===== config.mk =====
export PLATFORM = sky130hd
export DESIGN_NAME = civil_date_to_epoch
export DESIGN_NICKNAME = d
export VERILOG_FILES = /design/src/hw/rtl/cde_pkg.sv /design/src/hw/rtl/cde_days.sv /design/src/hw/rtl/civil_date_to_epoch.sv
export SDC_FILE = /design/constraint.sdc
export NUM_CORES = 1
export LEC_CHECK = 0
export ABC_AREA = 1
export ABC_CLOCK_PERIOD_IN_PS = 14700
export BUFFER_PORTS_ARGS = -buffer_cell sky130_fd_sc_hd__buf_2
export CORE_MARGIN = 3
export CORE_UTILIZATION = 25
export CTS_CLUSTER_SIZE = 8
export DETAILED_ROUTE_END_ITERATION = 16
export MAX_ROUTING_LAYER = met4
export PLACE_DENSITY = 0.46
export SLEW_MARGIN = 20
export SYNTH_ARGS = -nofsm -noshare
export SYNTH_HDL_FRONTEND = slang
export SYNTH_HIERARCHICAL = 1
export SYNTH_SLANG_ARGS = --single-unit

===== constraint.sdc =====
create_clock -name clk -period 14.7 [get_ports clk]
set_input_delay 2.94 -clock clk [delete_from_list [all_inputs] [get_ports clk]]
set_output_delay 2.94 -clock clk [all_outputs]
set_load 0.005 [all_outputs]

===== src/hw/rtl/cde_pkg.sv =====
`timescale 1ns / 1ps
// ----------------------------------------------------------------------------
// cde_pkg
// Shared widths, constants, stage control and calendar tables for the
// civil date to epoch converter.
// ----------------------------------------------------------------------------
package cde_pkg;

  // Field widths of the date and result transfers.
  localparam int YEAR_W   = 12;
  localparam int MONTH_W  = 4;
  localparam int DAY_W    = 5;
  localparam int HOUR_W   = 5;
  localparam int MINUTE_W = 6;
  localparam int SECOND_W = 6;
  localparam int EPOCH_W  = 32;

  // Internal widths.
  localparam int DAYS_W = 21;  // day count since 1970-01-01 (valid dates < 2^20)
  localparam int SOD_W  = 17;  // seconds of the day, below 86400
  localparam int SECS_W = 38;  // full second count before the range check
  localparam int MOFF_W = 9;   // day offset of a month within a March-based year
  localparam int QY_W   = 10;  // a year divided by four
  localparam int MULQ_W = 23;  // QY_W times the reciprocal constant

  // Calendar constants.
  localparam int YEAR_MIN      = 1970;
  localparam int EPOCH_SHIFT   = 719468;
  localparam int SECS_PER_DAY  = 86400;
  localparam int SECS_PER_HOUR = 3600;
  localparam int SECS_PER_MIN  = 60;
  localparam int DAYS_PER_YEAR = 365;

  // Division by 25 of a 10-bit value: (x * 5243) >> 17 is exact below 1024.
  localparam int DIV25_MUL   = 5243;
  localparam int DIV25_SHIFT = 17;
  localparam int DIV25_MUL_W = 13;

  // Load enables of the two front stages, driven by the top level.
  typedef struct packed {
    logic load1;
    logic load2;
  } cde_ctrl_t;

  // Days from March 1 to the first day of the given month (1 to 12).
  function automatic logic [MOFF_W-1:0] month_offset(input logic [MONTH_W-1:0] m);
    logic [MOFF_W-1:0] r;
    case (m)
      4'd3:    r = 9'd0;
      4'd4:    r = 9'd31;
      4'd5:    r = 9'd61;
      4'd6:    r = 9'd92;
      4'd7:    r = 9'd122;
      4'd8:    r = 9'd153;
      4'd9:    r = 9'd184;
      4'd10:   r = 9'd214;
      4'd11:   r = 9'd245;
      4'd12:   r = 9'd275;
      4'd1:    r = 9'd306;
      4'd2:    r = 9'd337;
      default: r = 9'd0;
    endcase
    return r;
  endfunction

  // Length of the given month; zero for a month number that means nothing.
  function automatic logic [DAY_W-1:0] month_length(input logic [MONTH_W-1:0] m,
                                                     input logic leap);
    logic [DAY_W-1:0] r;
    case (m)
      4'd1, 4'd3, 4'd5, 4'd7, 4'd8, 4'd10, 4'd12: r = 5'd31;
      4'd4, 4'd6, 4'd9, 4'd11:                    r = 5'd30;
      4'd2:                                       r = leap ? 5'd29 : 5'd28;
      default:                                    r = 5'd0;
    endcase
    return r;
  endfunction

endpackage


===== src/hw/rtl/cde_days.sv =====
`timescale 1ns / 1ps
// ----------------------------------------------------------------------------
// cde_days
// Front two pipeline stages: field checks, day count since 1970-01-01 and
// seconds of the day.
// ----------------------------------------------------------------------------
module cde_days (
  input  logic                           clk,
  input  cde_pkg::cde_ctrl_t             ctrl,
  input  logic [cde_pkg::YEAR_W-1:0]     year,
  input  logic [cde_pkg::MONTH_W-1:0]    month,
  input  logic [cde_pkg::DAY_W-1:0]      day,
  input  logic [cde_pkg::HOUR_W-1:0]     hour,
  input  logic [cde_pkg::MINUTE_W-1:0]   minute,
  input  logic [cde_pkg::SECOND_W-1:0]   second,
  output logic [cde_pkg::DAYS_W-1:0]     days,
  output logic [cde_pkg::SOD_W-1:0]      sod,
  output logic                           ok
);
  import cde_pkg::*;

  localparam int SUM_W = DAYS_W + 1;

  // Stage 1 registers.
  logic [YEAR_W-1:0]  yy1;
  logic [MULQ_W-1:0]  amul1;
  logic [QY_W-1:0]    c1;
  logic [MULQ_W-1:0]  cmul1;
  logic [1:0]         ylow1;
  logic [MOFF_W-1:0]  moff1;
  logic [MONTH_W-1:0] month1;
  logic [DAY_W-1:0]   day1;
  logic [SOD_W-1:0]   sod1;
  logic               fok1;

  // Stage 1 logic.
  logic [YEAR_W-1:0] yy_c;
  logic [SOD_W-1:0]  sod_c;
  logic              fok_c;

  // The year starts in March, so January and February count to the year before.
  always_comb begin
    yy_c  = (month <= MONTH_W'(2)) ? year - YEAR_W'(1) : year;
    sod_c = SOD_W'(hour) * SOD_W'(SECS_PER_HOUR) + SOD_W'(minute) * SOD_W'(SECS_PER_MIN)
          + SOD_W'(second);
    fok_c = (year >= YEAR_W'(YEAR_MIN)) && (month >= MONTH_W'(1)) &&
            (month <= MONTH_W'(12)) && (hour <= HOUR_W'(23)) &&
            (minute <= MINUTE_W'(59)) && (second <= SECOND_W'(59));
  end

  // Stage 1 register: reciprocal products for the divisions by 25, with the fields and checks.
  always_ff @(posedge clk) begin
    if (ctrl.load1) begin
      yy1    <= yy_c;
      amul1  <= MULQ_W'(yy_c[YEAR_W-1:2]) * MULQ_W'(DIV25_MUL);
      c1     <= year[YEAR_W-1:2];
      cmul1  <= MULQ_W'(year[YEAR_W-1:2]) * MULQ_W'(DIV25_MUL);
      ylow1  <= year[1:0];
      moff1  <= month_offset(month);
      month1 <= month;
      day1   <= day;
      sod1   <= sod_c;
      fok1   <= fok_c;
    end
  end

  // Stage 2 logic.
  localparam int Q_W = MULQ_W - DIV25_SHIFT;
  logic [Q_W-1:0]    b_c;
  logic [Q_W-1:0]    qc_c;
  logic [QY_W-1:0]   r25_c;
  logic              leap_c;
  logic [DAY_W-1:0]  mlen_c;
  logic              dok_c;
  logic [SUM_W-1:0]  sum_c;

  // Leap year test and the day count with the 400-year correction terms.
  always_comb begin
    b_c    = amul1[MULQ_W-1:DIV25_SHIFT];       // yy / 100
    qc_c   = cmul1[MULQ_W-1:DIV25_SHIFT];       // year / 100
    r25_c  = c1 - (QY_W'(qc_c) * QY_W'(25));    // (year / 4) mod 25
    leap_c = (ylow1 == 2'd0) && ((r25_c != '0) || (qc_c[1:0] == 2'd0));
    mlen_c = month_length(month1, leap_c);
    dok_c  = (day1 != '0) && (day1 <= mlen_c);
    sum_c  = SUM_W'(yy1) * SUM_W'(DAYS_PER_YEAR) + SUM_W'(yy1[YEAR_W-1:2]) - SUM_W'(b_c)
           + SUM_W'(b_c[Q_W-1:2]) + SUM_W'(moff1) + SUM_W'(day1) - SUM_W'(1)
           - SUM_W'(EPOCH_SHIFT);
  end

  // Stage 2 register.
  always_ff @(posedge clk) begin
    if (ctrl.load2) begin
      days <= sum_c[DAYS_W-1:0];
      sod  <= sod1;
      ok   <= fok1 && dok_c;
    end
  end

endmodule


===== src/hw/rtl/civil_date_to_epoch.sv =====
`timescale 1ns / 1ps
// ----------------------------------------------------------------------------
// civil_date_to_epoch
// Converts a UTC calendar date and time into 32-bit Unix epoch seconds.
// ----------------------------------------------------------------------------
// Four register stages lie between the date transfer and the result
// (checks, day count, multiply by 86400, add and range check).
// Throughput: one date per cycle while results are taken; a stall on the
// result side holds every full stage in place and lets empty stages refill.
// Reset clears the stage valid bits only; the data registers are not reset.
module civil_date_to_epoch (
  input  logic                          clk,
  input  logic                          rst,
  input  logic                          date_valid,
  output logic                          date_ready,
  input  logic [cde_pkg::YEAR_W-1:0]    year,
  input  logic [cde_pkg::MONTH_W-1:0]   month,
  input  logic [cde_pkg::DAY_W-1:0]     day,
  input  logic [cde_pkg::HOUR_W-1:0]    hour,
  input  logic [cde_pkg::MINUTE_W-1:0]  minute,
  input  logic [cde_pkg::SECOND_W-1:0]  second,
  output logic                          epoch_valid,
  input  logic                          epoch_ready,
  output logic [cde_pkg::EPOCH_W-1:0]   epoch,
  output logic                          valid_res
);
  import cde_pkg::*;

  // Stage valid bits; stage 4 is the output register.
  logic v1, v2, v3;
  logic load1, load2, load3, load4;
  cde_ctrl_t ctrl;

  // A stage loads when it is empty or its contents move on.
  always_comb begin
    load4      = !epoch_valid || epoch_ready;
    load3      = !v3 || load4;
    load2      = !v2 || load3;
    load1      = !v1 || load2;
    date_ready = load1;
    ctrl.load1 = load1;
    ctrl.load2 = load2;
  end

  always_ff @(posedge clk) begin
    if (rst) begin
      v1          <= 1'b0;
      v2          <= 1'b0;
      v3          <= 1'b0;
      epoch_valid <= 1'b0;
    end else begin
      if (load1) v1 <= date_valid;
      if (load2) v2 <= v1;
      if (load3) v3 <= v2;
      if (load4) epoch_valid <= v3;
    end
  end

  // Stages 1 and 2: checks and day count.
  logic [DAYS_W-1:0] days2;
  logic [SOD_W-1:0]  sod2;
  logic              ok2;

  cde_days u_days (
    .clk    (clk),
    .ctrl   (ctrl),
    .year   (year),
    .month  (month),
    .day    (day),
    .hour   (hour),
    .minute (minute),
    .second (second),
    .days   (days2),
    .sod    (sod2),
    .ok     (ok2)
  );

  // Stage 3: whole days into seconds.
  logic [SECS_W-1:0] prod3;
  logic [SOD_W-1:0]  sod3;
  logic              ok3;

  always_ff @(posedge clk) begin
    if (load3) begin
      prod3 <= SECS_W'(days2) * SECS_W'(SECS_PER_DAY);
      sod3  <= sod2;
      ok3   <= ok2;
    end
  end

  // Stage 4: add the time of day and reject zero or a count beyond 32 bits.
  logic [SECS_W-1:0] total_c;
  logic              ok_c;

  always_comb begin
    total_c = prod3 + SECS_W'(sod3);
    ok_c    = ok3 && (total_c != '0) && (total_c[SECS_W-1:EPOCH_W] == '0);
  end

  always_ff @(posedge clk) begin
    if (load4) begin
      epoch     <= ok_c ? total_c[EPOCH_W-1:0] : '0;
      valid_res <= ok_c;
    end
  end

endmodule


* Yosys cells after proc, flatten, opt, wreduce, memory -nomap -nowiden
Memory sizes are Yosys's and may differ from the RTL's. A register that Yosys moved wholly into a read port is not among the register bits.
Cells that the tools add are included.
** Word-level totals
- Logic and storage cells :: 91
- Bits in read-only memories :: 144
- Output and inout bits :: 35
- Register bits :: 222
- Input bits :: 42
- Memories kept :: 1
** Operators by class
- Equal/unequal tests :: 12
- Reduce and logical (&&, ||, !) cells :: 27
- Magnitude comparators :: 8
- Add/subtract/negate cells :: 12
- Multiply operators :: 7
- Muxes and demuxes :: 3
** Memory list
- (name not given) :: words 16, width 9, rd ports 1, clocked after memory_dff 1, write ports 0, RTL line cde_pkg.sv:48 : case (m)
** Operators by type and width (number)
- $mul 10x13->23 const B :: 2
- $add 38x17->38 :: 1
- $reduce_bool 38->1 :: 1
- $mul 21x10->31 const B :: 1
- $add 21x10->21 :: 1
- $add 21x4->21 :: 1
- $add 21x5->21 :: 1
- $add 21x9->21 :: 1
- $mul 12x9->21 const B :: 1
- $sub 21x1->21 const B :: 1
- $sub 21x20->21 const B :: 1
- $sub 21x6->21 :: 1
- $eq 4x4->1 const B :: 5
- $add 17x12->17 :: 1
- $add 17x6->17 :: 1
- $eq 4x3->1 const B :: 4
- $pmux 5 s3 :: 1
- $mul 5x8->13 const B :: 1
- $ge 12x11->1 const B :: 1
- $le 6x6->1 const B :: 2
- $mux 12 :: 1
- $sub 12x1->12 const B :: 1
- $logic_and 1x1->1 :: 10
- $mul 6x4->10 const B :: 1
- 18 further kinds :: 27

* Logic depth before layout (Yosys ltp)
- Depth after elaboration :: 10
- Gate-level depth with buffers :: 31
- Mapped depth without buffers :: 31

* By module
Netlist, hierarchy kept.
** By module, submodules not included
- cde_days :: cells each 1748, times used 1, area an instance 16026.6 µm²
- civil_date_to_epoch :: cells each 930, times used 1, area an instance 7980.2 µm²

* Worst setup path before layout
No wires, ideal clock.
- Path kind :: input to output
- Start point :: input epoch_ready
- End point :: output date_ready
- Data arrival time :: 6.513 ns
- Buffers on the path :: 0
- Cell stages on the path :: 6
- Required time :: 11.760 ns
- Path slack :: 5.247 ns
- Cell sequence :: nor2_1 inv_1 nor2_1 inv_1 nor2_1 nand2_1
** Between the ends
- Word-level cells in the longest chain between the ends :: 4
** Ends and longest elaborated chain
- start, declared :: RTL line civil_date_to_epoch.sv:23 : input logic epoch_ready,
- $logic_or 1x1->1 :: RTL line civil_date_to_epoch.sv:36 : load4 = !epoch_valid || epoch_ready;
- named net load4 :: RTL line civil_date_to_epoch.sv:31 : logic load1, load2, load3, load4;
- $logic_or 1x1->1 :: RTL line civil_date_to_epoch.sv:37 : load3 = !v3 || load4;
- named net load3 :: RTL line civil_date_to_epoch.sv:31
- $logic_or 1x1->1 :: RTL line civil_date_to_epoch.sv:38 : load2 = !v2 || load3;
- $logic_or 1x1->1 :: RTL line civil_date_to_epoch.sv:39 : load1 = !v1 || load2;
- end, declared :: RTL line civil_date_to_epoch.sv:15 : output logic date_ready,
The timed path passes the listed nets, and every way through them passes these cells.

* Worst setup path after layout
- Start point :: input year[4] in the netlist's numbering
- End point :: register u_days.amul1[21] (data pin)
** Between the ends
- Word-level cells in the longest chain between the ends :: 3
** Ends and longest elaborated chain
- start, declared :: RTL line civil_date_to_epoch.sv:16 : input logic [cde_pkg::YEAR_W-1:0] year,
- $sub 12x1->12 :: RTL line cde_days.sv:43 : yy_c = (month <= MONTH_W'(2)) ? year - YEAR_W'(1) : year;
- $mux 12 (*) :: RTL line cde_days.sv:43
- $mul 10x13->23 (*) :: RTL line cde_days.sv:55 : amul1 <= MULQ_W'(yy_c[YEAR_W-1:2]) * MULQ_W'(DIV25_MUL);
- end signal, assigned :: RTL line cde_days.sv:55
- end, declared :: RTL line cde_days.sv:26 : logic [MULQ_W-1:0] amul1;
Every way passes the cells marked *; elsewhere a longest branch is shown, timed or not.
A chain may end at the register's enable or synchronous reset.

==> flow_metrics.tcl <==
set metrics [dict create \
    status "complete, no violations" \
    tightest_slew_ns 0.853 \
    hpwl_um 48100 \
    cp.arrival_ns 8.41 \
    min_path_type "flip-flop to flip-flop" \
    yosys-top-cells-count "inv_1, nand2_1, ha_1" \
    hold_slack_ns 0.407 \
    crit_type "input port to flip-flop" \
    grt_max_degree 51 \
    clock_sink_count 197 \
    ios 77 \
    cp-end-kind "flip-flop" \
    yosysMostFrequentCell "inv_1" \
    final.fill_count 10300 \
    clockRootBuffer "clkbuf_16" \
    ys_async_sr_fraction 0 \
    drt_iter0_markers 668 \
    die_y_um 316 \
    die_area_um2 99800 \
    start_kind "input port" \
    routed_wl_um 54400 \
    vias 16800 \
    fmax_mhz 123 \
    syn_inst 2678 \
    rsz0062_at_grt "no" \
    maxCapViolations 0 \
    clkLatencyLatePin_ns 0.50 \
    ys_dominant_reg_cell "edfxtp_1" \
    setup_violations 0 \
    synth_edf_count 193 \
    ys_ff_latch 197 \
    grt_pass1_wl_um 91500 \
    die_width_um 316 \
    fin_area_um2 26600 \
    cts_hold_buffers 0 \
    place_area_um2 26000 \
    yosysTopAreaCell "edfxtp_1" \
    grt_pass1_vias 17500 \
    synth_cell_types 45 \
    cts_buffer_depth 2 \
    hold_viol 0 \
    viasPerCell 4.14 \
    core_area_um2 95200 \
    gr-total-overflow 0 \
    synth_area_leaders "edfxtp_1, ha_1, fa_1" \
    post-route-drc-count 0 \
    synth_seq_area_share 0.245 \
    crit_required_ns 14.96 \
    start_util 0.252 \
    post-cts-setup-buffers 0 \
    gp_congestion 0.883 \
    port_buffers 76 \
    crit_fanout 7 \
    finalNetCount 3475 \
    clk_pin_slew_worst_paths_ns 0.08 \
    skew_ns 0.0247 \
    synth_area_per_cell_um2 8.96 \
    syn_area_um2 24000 \
    ant_nets 0 \
    fin_crit_sh 0.555 \
    grtUsageTotal 0.119 \
    dp_worst_setup_slack_ns 6.02 \
    detail_route.wl_per_cell_um 13.4 \
    yosysWarnings 6 \
    setup_slack_ns 6.54 \
    finalMaxSlewViolations 0 \
    htree_levels 4 \
    drt-pass1-iter-count 5 \
    antenna_found_initial 3 \
    drive_above_1_share 0.0606 \
    period_minus_slack_ns 8.16 \
    syn_nets 3378 \
    maxSlewHeadroom 0.429 \
    cts_tree "yes" \
    rows 113 \
    numCtsBuffers 17 \
    fin_tns_setup_ns 0 \
    area_delta_synth_final_pct 10.6 \
    yosysTopAreaCellShare 0.241 \
    cts-resized-gates 0 \
]
## cells by family after synthesis
family,count (synthesis),synth area share
DFF,197,0.245
buffers and inverters,588,0.0929
xor gates and xnor gates,94,0.0346
AOI/OAI and AO/OA,232,0.0544
and+or+nand+nor,909,0.165
adders and majority gates,658,0.408
## flip-flops by register name, indices dropped and copies added, names as in the netlist, 2 cells and up
signal and count:
u_days/moff1 9, u_days/yy1 12, u_days/month1 4, u_days/amul1 6, u_days/sod 17, u_days/days 21, u_days/ylow1 2, u_days/day1 5
epoch 32, u_days/c1 10, u_days/cmul1 6, sod3 17, u_days/sod1 17, prod3 31
## through the flow
step                      cells   util
final                      4053  0.279
after global routing       4053  0.279
after CTS                  4052  0.279
after detailed placement   4021  0.273
after global placement     4021  0.273
after floorplan            2678      -
## worst paths after layout
path / start / to / slack (ns) / cells after the start
worst min-delay path: u_days/sod1[12] / u_days/sod[12] / 0.41 / 0
worst max-delay path: year[4] / u_days/amul1[21] / 6.54 / 26
worst max register to register: u_days/yy1[3] / u_days/days[16] / 9.46 / 17
worst min register to register: u_days/sod1[12] / u_days/sod[12] / 0.41 / 0
## cell type report
cell class	count	area [µm²]	share of cell area
diodes	1	2.50	0.0000942
clock buffers	17	425	0.0160
clock inverters	14	148	0.00556
inverters	585	2200	0.0827
multi-input cells	1893	15900	0.599
flip-flops and latches	197	5880	0.221
well taps	1265	1580	0.0596
repair buffers	81	418	0.0157
## layout by cell type (no fill, tap or decap), types with 7 or more instances in the layout
cell       synthesis  final
inv_1            580    579
nand2_1          472    471
ha_1             449    449
fa_1             209    209
edfxtp_1         193    193
nor2_1           185    185
nand3_1          119    119
a21oi_1          117    117
buf_2              0     76
xor2_1            61     61
o21ai_0           52     52
nand4_1           37     37
xnor2_1           32     32
nor2_2            27     27
nor3_1            20     20
clkbuf_16          0     17
a21o_1            16     16
nand3b_1          13     13
a31oi_1            8      8
o21bai_1           8      8
a21boi_0           8      8
nor4_1             7      7
o21a_1             7      7
nand2_2            7      7
## worst max-delay path, stage by stage
cell,delay [ns]
buf_2,0.20
inv_1,0.19
ha_1,0.20
nand2_1,0.06
nor2_1,0.12
nand2_1,0.08
nand2_1,0.12
nand3_2,0.13
and2_4,0.20
ha_1,0.32
inv_1,0.09
ha_1,0.32
fa_1,0.51
inv_1,0.06
fa_1,0.50
fa_1,0.52
fa_1,0.54
inv_1,0.04
ha_1,0.31
a21oi_1,0.21
a21boi_0,0.25
o21ai_0,0.13
a21oi_1,0.19
nand2_1,0.08
nand2_1,0.06
nand2_1,0.04
## layer usage
| metal | vias to the layer above | track usage | wire length, µm |
|---|---|---|---|
| met5 | - | - | 0 |
| met4 | 0 | 0.0243 | 662 |
| met3 | 41 | 0.0154 | 1050 |
| met2 | 146 | 0.198 | 25700 |
| met1 | 7775 | 0.155 | 27000 |
| li1 | 8812 | - | - |
Power is left out: the tool's default activity adds up to more than one toggle a clock period on the data nets, which glitch-free logic cannot reach.
